===== src/hw/rtl/hsl2rgb_pkg.sv =====
// Shared types and constants for the HSL to RGB converter.
// No dependencies; imported by the converter and its checker.
`default_nettype none

package hsl2rgb_pkg;

  localparam int FIELD_W = 16;
  localparam int NUM_CH  = 3;

  localparam int CH_RED   = 0;
  localparam int CH_GREEN = 1;
  localparam int CH_BLUE  = 2;

  // Piece of the hue ramp that a channel falls on.
  typedef enum logic [1:0] {
    SEG_RISE,
    SEG_HIGH,
    SEG_FALL,
    SEG_LOW
  } seg_t;

endpackage

`default_nettype wire


===== src/hw/rtl/hsl_to_rgb_converter.sv =====
// Throughput: one item per cycle while the output is not stalled (out_ready high).
// Nine register stages, each with a valid bit; a stage loads when it is empty or
// the stage after it moves, so bubbles close up and a stalled output holds.
// Reset (rst_n low, synchronous) clears the valid bits only; data registers are not reset.
// HSL to RGB conversion: hue wrap, q/p levels, three ramp evaluations.
// Depends on hsl2rgb_pkg.
`default_nettype none

module hsl_to_rgb_converter
  import hsl2rgb_pkg::*;
#(
  parameter int FRAC_BITS     = 16,
  parameter int HUE_FRAC_BITS = 4
) (
  input  wire                       clk,
  input  wire                       rst_n,
  input  wire                       in_valid,
  output logic                      in_ready,
  input  wire signed [FIELD_W-1:0]  in_hue_sixteenths,
  input  wire        [FIELD_W-1:0]  in_saturation,
  input  wire        [FIELD_W-1:0]  in_lightness,
  output logic                      out_valid,
  input  wire                       out_ready,
  output logic       [FIELD_W-1:0]  out_red,
  output logic       [FIELD_W-1:0]  out_green,
  output logic       [FIELD_W-1:0]  out_blue
);

  localparam int NST = 9;

  // Hue constants in units of 1/2^HUE_FRAC_BITS degree.
  localparam int T    = 360 << HUE_FRAC_BITS;
  localparam int W60  = 60 << HUE_FRAC_BITS;
  localparam int W120 = 120 << HUE_FRAC_BITS;
  localparam int W180 = 180 << HUE_FRAC_BITS;
  localparam int W240 = 240 << HUE_FRAC_BITS;
  localparam int C    = 32768 % T;
  localparam int TW   = $clog2(T);
  localparam int HUW  = TW + 1;
  localparam int KH   = 32;
  localparam int QHW  = 18 - $clog2(T);
  localparam int PRW  = KH + QHW;
  localparam longint unsigned MH = (64'd1 << KH) / T;

  // Level widths.
  localparam int LSW  = 32 - FRAC_BITS;
  localparam int SW   = ((LSW > 17) ? LSW : 17) + 3;
  localparam int DW   = SW - 1;
  localparam int VW   = SW + 1;
  localparam int AW   = $clog2(W60 + 1);
  localparam int MW   = DW + AW;
  localparam int XW   = DW + 4;
  localparam int PW15 = 2 * XW - 3;
  localparam longint unsigned M15 = (64'd1 << XW) / 15;
  localparam logic [31:0] HALF = 32'd1 << (FRAC_BITS - 1);
  localparam int TOP  = (FRAC_BITS >= 16) ? 65535 : ((1 << FRAC_BITS) - 1);

  logic [NST:1] v_r;
  logic [NST:1] rdy;

  always_comb begin
    rdy[NST] = !v_r[NST] || out_ready;
    for (int k = NST - 1; k >= 1; k--) begin
      rdy[k] = !v_r[k] || rdy[k+1];
    end
  end

  assign in_ready  = rdy[1];
  assign out_valid = v_r[NST];

  always_ff @(posedge clk) begin
    if (!rst_n) begin
      v_r <= '0;
    end else begin
      if (rdy[1]) begin
        v_r[1] <= in_valid;
      end
      for (int k = 2; k <= NST; k++) begin
        if (rdy[k]) begin
          v_r[k] <= v_r[k-1];
        end
      end
    end
  end

  // Stage 1: offset hue to unsigned, reciprocal estimate of hue / T, L*S.
  logic [FIELD_W-1:0] hu_nxt;
  logic [PRW-1:0]     prodh_nxt;
  logic [31:0]        prodls_nxt;
  logic [FIELD_W-1:0] hu1_r, s1_r, l1_r;
  logic [QHW-1:0]     hq1_r;
  logic [LSW-1:0]     ls1_r;

  assign hu_nxt     = {~in_hue_sixteenths[FIELD_W-1], in_hue_sixteenths[FIELD_W-2:0]};
  assign prodh_nxt  = PRW'(hu_nxt) * PRW'(MH);
  assign prodls_nxt = 32'(in_lightness) * 32'(in_saturation);

  always_ff @(posedge clk) begin
    if (rdy[1]) begin
      hu1_r <= hu_nxt;
      s1_r  <= in_saturation;
      l1_r  <= in_lightness;
      hq1_r <= prodh_nxt[KH +: QHW];
      ls1_r <= LSW'(prodls_nxt >> FRAC_BITS);
    end
  end

  // Stage 2: coarse remainder, q and p levels.
  logic [17:0]          r0_full;
  logic signed [SW-1:0] lx, sx, lsx, q2_nxt, p2_nxt;
  logic [HUW-1:0]       r0_2_r;
  logic signed [SW-1:0] q2_r, p2_r;
  logic                 zero2_r;
  logic [FIELD_W-1:0]   l2_r;

  always_comb begin
    r0_full = 18'(hu1_r) - 18'(hq1_r) * 18'(T);
    lx      = SW'(l1_r);
    sx      = SW'(s1_r);
    lsx     = SW'(ls1_r);
    if (32'(l1_r) < HALF) begin
      q2_nxt = lx + lsx;
    end else begin
      q2_nxt = lx + sx - lsx;
    end
    p2_nxt = (lx <<< 1) - q2_nxt;
  end

  always_ff @(posedge clk) begin
    if (rdy[2]) begin
      r0_2_r  <= HUW'(r0_full);
      q2_r    <= q2_nxt;
      p2_r    <= p2_nxt;
      zero2_r <= (s1_r == '0);
      l2_r    <= l1_r;
    end
  end

  // Stage 3: remainder correction.
  logic [TW-1:0]        r1_3_r;
  logic signed [SW-1:0] q3_r, p3_r;
  logic                 zero3_r;
  logic [FIELD_W-1:0]   l3_r;

  always_ff @(posedge clk) begin
    if (rdy[3]) begin
      r1_3_r  <= (r0_2_r >= HUW'(T)) ? TW'(r0_2_r - HUW'(T)) : TW'(r0_2_r);
      q3_r    <= q2_r;
      p3_r    <= p2_r;
      zero3_r <= zero2_r;
      l3_r    <= l2_r;
    end
  end

  // Stage 4: remove the unsigned offset, level difference.
  logic [TW-1:0]        hw4_r;
  logic signed [SW-1:0] d4_r, q4_r, p4_r;
  logic                 zero4_r;
  logic [FIELD_W-1:0]   l4_r;

  always_ff @(posedge clk) begin
    if (rdy[4]) begin
      hw4_r   <= (r1_3_r >= TW'(C)) ? r1_3_r - TW'(C) : r1_3_r + TW'(T - C);
      d4_r    <= q3_r - p3_r;
      q4_r    <= q3_r;
      p4_r    <= p3_r;
      zero4_r <= zero3_r;
      l4_r    <= l3_r;
    end
  end

  // Stage 5: channel hues, ramp segment and ramp argument.
  logic [HUW-1:0]              hx, trs;
  logic [NUM_CH-1:0][TW-1:0]   t_nxt;
  seg_t                        seg_nxt [NUM_CH];
  logic [NUM_CH-1:0][AW-1:0]   a_nxt;
  seg_t                        seg5_r [NUM_CH];
  logic [NUM_CH-1:0][AW-1:0]   a5_r;
  logic [DW-1:0]               dmag5_r;
  logic                        dneg5_r;
  logic signed [SW-1:0]        q5_r, p5_r;
  logic                        zero5_r;
  logic [FIELD_W-1:0]          l5_r;

  always_comb begin
    hx  = HUW'(hw4_r);
    trs = hx + HUW'(W120);
    t_nxt[CH_RED]   = (trs >= HUW'(T)) ? TW'(trs - HUW'(T)) : TW'(trs);
    t_nxt[CH_GREEN] = hw4_r;
    t_nxt[CH_BLUE]  = (hw4_r >= TW'(W120)) ? hw4_r - TW'(W120) : hw4_r + TW'(T - W120);
    for (int c = 0; c < NUM_CH; c++) begin
      if (t_nxt[c] < TW'(W60)) begin
        seg_nxt[c] = SEG_RISE;
        a_nxt[c]   = AW'(t_nxt[c]);
      end else if (t_nxt[c] < TW'(W180)) begin
        seg_nxt[c] = SEG_HIGH;
        a_nxt[c]   = '0;
      end else if (t_nxt[c] < TW'(W240)) begin
        seg_nxt[c] = SEG_FALL;
        a_nxt[c]   = AW'(TW'(W240) - t_nxt[c]);
      end else begin
        seg_nxt[c] = SEG_LOW;
        a_nxt[c]   = '0;
      end
    end
  end

  always_ff @(posedge clk) begin
    if (rdy[5]) begin
      seg5_r  <= seg_nxt;
      a5_r    <= a_nxt;
      dneg5_r <= d4_r[SW-1];
      dmag5_r <= d4_r[SW-1] ? DW'(-d4_r) : DW'(d4_r);
      q5_r    <= q4_r;
      p5_r    <= p4_r;
      zero5_r <= zero4_r;
      l5_r    <= l4_r;
    end
  end

  // Stage 6: |q - p| times ramp argument.
  logic [NUM_CH-1:0][MW-1:0] m6_r;
  seg_t                      seg6_r [NUM_CH];
  logic                      dneg6_r;
  logic signed [SW-1:0]      q6_r, p6_r;
  logic                      zero6_r;
  logic [FIELD_W-1:0]        l6_r;

  always_ff @(posedge clk) begin
    if (rdy[6]) begin
      for (int c = 0; c < NUM_CH; c++) begin
        m6_r[c] <= MW'(dmag5_r) * MW'(a5_r[c]);
      end
      seg6_r  <= seg5_r;
      dneg6_r <= dneg5_r;
      q6_r    <= q5_r;
      p6_r    <= p5_r;
      zero6_r <= zero5_r;
      l6_r    <= l5_r;
    end
  end

  // Stage 7: divide by 60 * 2^HUE_FRAC_BITS as a shift by 4 * 2^HUE_FRAC_BITS
  // followed by a reciprocal estimate of division by 15.
  logic [NUM_CH-1:0][XW-1:0]   x_nxt;
  logic [NUM_CH-1:0][PW15-1:0] pr_nxt;
  logic [NUM_CH-1:0][XW-1:0]   x7_r;
  logic [NUM_CH-1:0][DW-1:0]   qe7_r;
  seg_t                        seg7_r [NUM_CH];
  logic                        dneg7_r;
  logic signed [SW-1:0]        q7_r, p7_r;
  logic                        zero7_r;
  logic [FIELD_W-1:0]          l7_r;

  always_comb begin
    for (int c = 0; c < NUM_CH; c++) begin
      x_nxt[c]  = XW'(m6_r[c] >> (HUE_FRAC_BITS + 2));
      pr_nxt[c] = PW15'(x_nxt[c]) * PW15'(M15);
    end
  end

  always_ff @(posedge clk) begin
    if (rdy[7]) begin
      for (int c = 0; c < NUM_CH; c++) begin
        x7_r[c]  <= x_nxt[c];
        qe7_r[c] <= pr_nxt[c][XW +: DW];
      end
      seg7_r  <= seg6_r;
      dneg7_r <= dneg6_r;
      q7_r    <= q6_r;
      p7_r    <= p6_r;
      zero7_r <= zero6_r;
      l7_r    <= l6_r;
    end
  end

  // Stage 8: quotient correction.
  logic [NUM_CH-1:0][XW-1:0] rem_nxt;
  logic [NUM_CH-1:0][DW-1:0] qt8_r;
  seg_t                      seg8_r [NUM_CH];
  logic                      dneg8_r;
  logic signed [SW-1:0]      q8_r, p8_r;
  logic                      zero8_r;
  logic [FIELD_W-1:0]        l8_r;

  always_comb begin
    for (int c = 0; c < NUM_CH; c++) begin
      rem_nxt[c] = x7_r[c] - XW'(qe7_r[c]) * XW'(15);
    end
  end

  always_ff @(posedge clk) begin
    if (rdy[8]) begin
      for (int c = 0; c < NUM_CH; c++) begin
        qt8_r[c] <= (rem_nxt[c] >= XW'(15)) ? qe7_r[c] + DW'(1) : qe7_r[c];
      end
      seg8_r  <= seg7_r;
      dneg8_r <= dneg7_r;
      q8_r    <= q7_r;
      p8_r    <= p7_r;
      zero8_r <= zero7_r;
      l8_r    <= l7_r;
    end
  end

  // Stage 9: channel value, saturation, grey override; output register.
  function automatic logic [FIELD_W-1:0] sat_level(input logic signed [VW-1:0] v);
    if (v < 0) begin
      return '0;
    end else if (v > $signed(VW'(TOP))) begin
      return FIELD_W'(TOP);
    end else begin
      return FIELD_W'(v);
    end
  endfunction

  logic signed [VW-1:0]           qtx, val;
  logic [NUM_CH-1:0][FIELD_W-1:0] ch_nxt;
  logic [FIELD_W-1:0]             grey;
  logic [NUM_CH-1:0][FIELD_W-1:0] ch9_r;

  always_comb begin
    grey = (l8_r > FIELD_W'(TOP)) ? FIELD_W'(TOP) : l8_r;
    qtx  = '0;
    val  = '0;
    for (int c = 0; c < NUM_CH; c++) begin
      qtx = dneg8_r ? -$signed({2'b00, qt8_r[c]}) : $signed({2'b00, qt8_r[c]});
      case (seg8_r[c])
        SEG_RISE, SEG_FALL: val = $signed({p8_r[SW-1], p8_r}) + qtx;
        SEG_HIGH:           val = $signed({q8_r[SW-1], q8_r});
        default:            val = $signed({p8_r[SW-1], p8_r});
      endcase
      ch_nxt[c] = zero8_r ? grey : sat_level(val);
    end
  end

  always_ff @(posedge clk) begin
    if (rdy[9]) begin
      ch9_r <= ch_nxt;
    end
  end

  assign out_red   = ch9_r[CH_RED];
  assign out_green = ch9_r[CH_GREEN];
  assign out_blue  = ch9_r[CH_BLUE];

endmodule

`default_nettype wire


===== config.mk =====
export PLATFORM = sky130hd
export DESIGN_NAME = hsl_to_rgb_converter
export DESIGN_NICKNAME = d
export VERILOG_FILES = /design/src/hw/rtl/hsl2rgb_pkg.sv /design/src/hw/rtl/hsl_to_rgb_converter.sv
export SDC_FILE = /design/constraint.sdc
export NUM_CORES = 2
export LEC_CHECK = 0
export ABC_AREA = 1
export BUFFER_PORTS_ARGS = -buffer_cell sky130_fd_sc_hd__buf_4
export CAP_MARGIN = 25
export CORE_UTILIZATION = 70
export CTS_CLUSTER_SIZE = 8
export DETAILED_ROUTE_END_ITERATION = 6
export PLACE_DENSITY_LB_ADDON = 0.05
export SYNTH_ARGS = -nofsm -noshare
export SYNTH_HDL_FRONTEND = slang
export SYNTH_SLANG_ARGS = --single-unit

===== constraint.sdc =====
create_clock -name clk -period 28.1 [get_ports clk]
set_input_delay 1.405 -clock clk [delete_from_list [all_inputs] [get_ports clk]]
set_output_delay 1.405 -clock clk [all_outputs]
set_load 0.1 [all_outputs]

* Word level (Yosys, flattened, before mapping)
Cells that the tools add are included.
Storage, ports and cells: flip-flop bits (word level) 929, input port bits 52, output and inout bits 50, logic and storage cells 224
Operators by class: add/sub/neg operators 29, multipliers 12, order comparisons 24, equality and inequality tests 6, mux-type cells 40, bitwise logic cells 1, reduce and logical (&&, ||, !) cells 28
Operator list (count):
- $mux 16 | 10
- $pmux 21 s2 | 3
- $mul 23x17->39 const B | 3
- $mux 10 | 9
- $mul 19x10->29 | 3
- $lt 13x12->1 const B | 6
- $mux 19 | 4
- $ge 23x4->1 const B | 3
- $mul 19x4->23 const B | 3
- $sub 23x23->23 | 3
- $add 20x21->21 | 3
- $gt 21x17->1 const B | 3
- $lt 21x1->1 const B | 3
- $mux 21 | 3
- $neg 19->21 | 3
- $add 19x1->19 const B | 3
- $mux 13 | 4
- $lt 13x10->1 const B | 3
- $mul 16x19->35 const B | 1
- $add 16x16->17 | 2
- $mul 16x16->32 | 1
- $sub 10x10->10 const A | 3
- $ge 14x13->1 const B | 2
- $sub 13x13->13 const B | 2
- other kinds (25) | 57

* Depth between registers and ports, before layout
word-level depth 10, depth in mapped cells 29, mapped depth without buffers 27

* Worst setup path before layout
OpenSTA, ideal clock, no wires.
path type in2out, start in out_ready, end out in_ready, data arrival time 15.637 ns, data required time 26.695 ns, path slack 11.058 ns, stages 12, path buffers 0, cells stage by stage nor2_1 inv_1 nor2_1 inv_1 nor2_1 inv_1 nor2_1 nand2_1 nor2_1 nand2_1 nor2_1 nand2_1
On the way: longest elaborated chain between the ends 9
RTL lines:
- start, declared | RTL line hsl_to_rgb_converter.sv:23 | input wire out_ready,
- $logic_or 1x1->1 | RTL line hsl_to_rgb_converter.sv:62 | rdy[NST] = !v_r[NST] || out_ready;
- named net rdy, one bit | RTL line hsl_to_rgb_converter.sv:59 | logic [NST:1] rdy;
- $logic_or 1x1->1 | RTL line hsl_to_rgb_converter.sv:64 | rdy[k] = !v_r[k] || rdy[k+1];
- named net rdy, one bit | RTL line hsl_to_rgb_converter.sv:59
- $logic_or 1x1->1 | RTL line hsl_to_rgb_converter.sv:64
- named net rdy, one bit | RTL line hsl_to_rgb_converter.sv:59
- $logic_or 1x1->1 (2 in a row) | RTL line hsl_to_rgb_converter.sv:64
- named net rdy, one bit | RTL line hsl_to_rgb_converter.sv:59
- $logic_or 1x1->1 (2 in a row) | RTL line hsl_to_rgb_converter.sv:64
- named net rdy, one bit | RTL line hsl_to_rgb_converter.sv:59
- $logic_or 1x1->1 (2 in a row) | RTL line hsl_to_rgb_converter.sv:64
- end, declared | RTL line hsl_to_rgb_converter.sv:18 | output logic in_ready,
The timed path passes the listed nets, and every way through them passes these cells.

* Worst setup path after layout
Ends and elaborated chain as after synthesis.

==> run metrics <==
Remaining DRCs 58; drt first pass iters 7; Final Hold Viols 0; Post-Route WL between 200000 and 300000 um; Crit path max-delay family simple AND/OR/NAND/NOR gates; fmax approximately 140 MHz; grt total ovfl 0; core outline area ~130000 um^2; violated checks DRC; clock latency on the worst-skew pair roughly 0.79 ns; CP dominant cell by count nor2_1; relative slew slack 0.337; Post-synth EDFFs 879; Die H around 370 um; worst-margin pin slew slightly below 1 ns; Initial Util 0.707; ANT nets after route 0; routed vias 73200; Setup CP Type input pin to output port; Hold-fix buffers, CTS 0; Vias per Instance around 6; clock-pin slew on the worst setup and hold paths approximately 0.050 ns; Avg WL per Cell approximately 20 um; Synth Cell Area approximately 93000 um^2; dominant synthesized flop cell edfxtp_1; first-pass GRT wire length around 400000 um; DP HPWL between 150000 and 200000 um; CP max FO 80; Initial DRC Count ~7200; Synth cell types between 50 and 60; Net count, final approximately 13000; Slew Limit Fails 0; WP buf/inv 6; Max-Cap Viols 0; post-CTS setup repair buffer count 0; skew final between 0.06 and 0.07 ns; syn_area_per_cell between 8 and 9 um^2; Clock Tree Buf Depth 3; #FFs+latches synth 888; Seq/Total Area, Yosys 0.285; final critical-path share of the clock period 0.247; Mapped Cells between 10000 and 15000; I/O Buffers 101; root buf cell clkbuf_16; row count about 130; WP data arrival 5.54 ns; Hold WC Path Type register to register; CTS tree done; Die X 367 um; # setup viols final 0; ranking of synthesized cells by area edfxtp_1, fa_1, ha_1; critical path cell sequence buf_4, nor2_1, inv_2, buf_4, nor2_1, inv_4, nor2_1, inv_6, nor2_1, nand2_4, nor2_1, nand2_4, nor2_1, nand2_4, buf_4; vias in the first global route approximately 76000; Synth Warn # 0; Period minus WS final a little under 7 ns; CP max stage delay 0.50 ns; top cell type's share of synthesized area 0.283; slowest CP cell nand2_4; area delta synth->final 6.63%; Worst Setup End Kind output port; share of post-route cells with drive strength above 1 0.0380; worst-case reg-to-reg path depth 19; pin count of the biggest net entering global routing between 80 and 90; post-cts resize count 0; hold depth 0; HP Start p5_r[12]$_DFFE_PP_; RSZ-0062 raised after global routing false; initial antenna violation count 4; Crit. path cell count 15; CTS sink cnt roughly 900; CTS H-tree depth 4; die area roughly 130000 um^2; Post-synth ARST share 0; I/O Pins 102; gr usage total 0.379; TNS Setup 0 ns; cts bufs inserted ~130; post-synth top area cell edfxtp_1; Worst Setup SP out_ready; RR Startpoint a5_r[11]$_DFFE_PP_; critical path data required time ~27 ns; status finished with violations; Routability Congestion a little over 1; startpoint types input pin
==> final timing paths <==
check | slack (ns) | end
worst min-delay path | 0.36 | p6_r[12]$_DFFE_PP_
worst max register to register | 22.10 | m6_r[55]$_DFFE_PP_
worst max-delay path | 21.15 | in_ready
worst min register to register | 0.36 | p6_r[12]$_DFFE_PP_
==> flip-flops by register name (all words and copies together) (netlist names), 18 cells and up <==
signal / count
p6_r: 19
p7_r: 19
dmag5_r: 18
q4_r: 18
p8_r: 19
q7_r: 18
qt8_r: 57
p3_r: 19
x7_r: 69
qe7_r: 57
p5_r: 19
p4_r: 19
q8_r: 18
q6_r: 18
p2_r: 19
m6_r: 69
a5_r: 30
q2_r: 18
q3_r: 18
d4_r: 19
q5_r: 18
==> cell usage after synthesis, types with 19 or more instances <==
cell type,number
nand2_1,2562
inv_1,2417
ha_1,1059
fa_1,939
edfxtp_1,879
nor2_1,486
a21oi_1,443
nand3_1,359
xor2_1,295
o21ai_0,229
clkbuf_1,189
nand4_1,148
xnor2_1,105
nor3_1,71
o21bai_1,44
a21o_1,43
o22ai_1,37
nor4_1,31
nor2_2,29
inv_2,28
a31oi_1,23
nand3b_1,21
o221ai_1,20
o21ai_1,19
==> cells in the final DEF, fill, tap and decap left out, types with 18 or more instances in the layout <==
cell type,instances
o21bai_1,44
clkbuf_16,134
o21a_1,18
fa_1,939
o21ai_1,19
inv_2,30
nand3_1,359
clkbuf_1,22
edfxtp_1,879
o22ai_1,37
nand4_1,148
xor2_1,295
nor2_2,29
inv_1,2411
nand2_1,2559
nand3b_1,21
ha_1,1059
buf_4,133
a21oi_1,443
nor4_1,31
nor3_1,71
o221ai_1,20
o21ai_0,229
nor2_1,486
a21o_1,43
a31oi_1,23
xnor2_1,105
==> logic make-up (layout without fill, tap and decap cells) <==
group           Yosys count  in the layout  share of synthesized area
compound gates          951            951                     0.0580
buf+inv                2683           2766                      0.110
mux                       3              3                   0.000322
flops                   888            888                      0.285
fa+ha+maj              1998           1998                      0.344
simple gates           3755           3755                      0.166
other cells               2             16                  0.0000805
xor+xnor                400            400                     0.0376
==> routing by layer <==
layer,global-route usage,wire [um]
met3,0.0700,23300
met4,0.196,14400
met2,0.617,117000
met1,0.485,95900
met5,0,22
==> final cells by class <==
type / count / area, um^2
diodes: 1 / 2.50
clock buffers: 156 / 3440
clock inverters: 26 / 457
fillers: 9339 / 32400
inverters: 2449 / 9200
multi-input cells: 7122 / 56500
flip-flops and latches: 888 / 26600
well taps: 1755 / 2200
repair buffers: 135 / 1040
==> through the flow <==
step | area (um^2) | worst slack [ns] | instances | util | hold WS, ns
2_1_floorplan | 93300 | 11.06 | 10700 | - | 0.400
3_3_place_gp | 95500 | 21.05 | 12300 | 0.725 | 0.401
3_5_place_dp | 95500 | 21.06 | 12300 | 0.725 | 0.405
4_1_cts | 99400 | 21.24 | 12500 | 0.754 | 0.354
5_1_grt | 99400 | 20.81 | 12500 | 0.754 | 0.360
6_report | 99400 | 21.15 | 12500 | 0.754 | 0.362
Power is not shown: default switching activity piles up to over one toggle a cycle in this logic, so the estimate is an artifact.
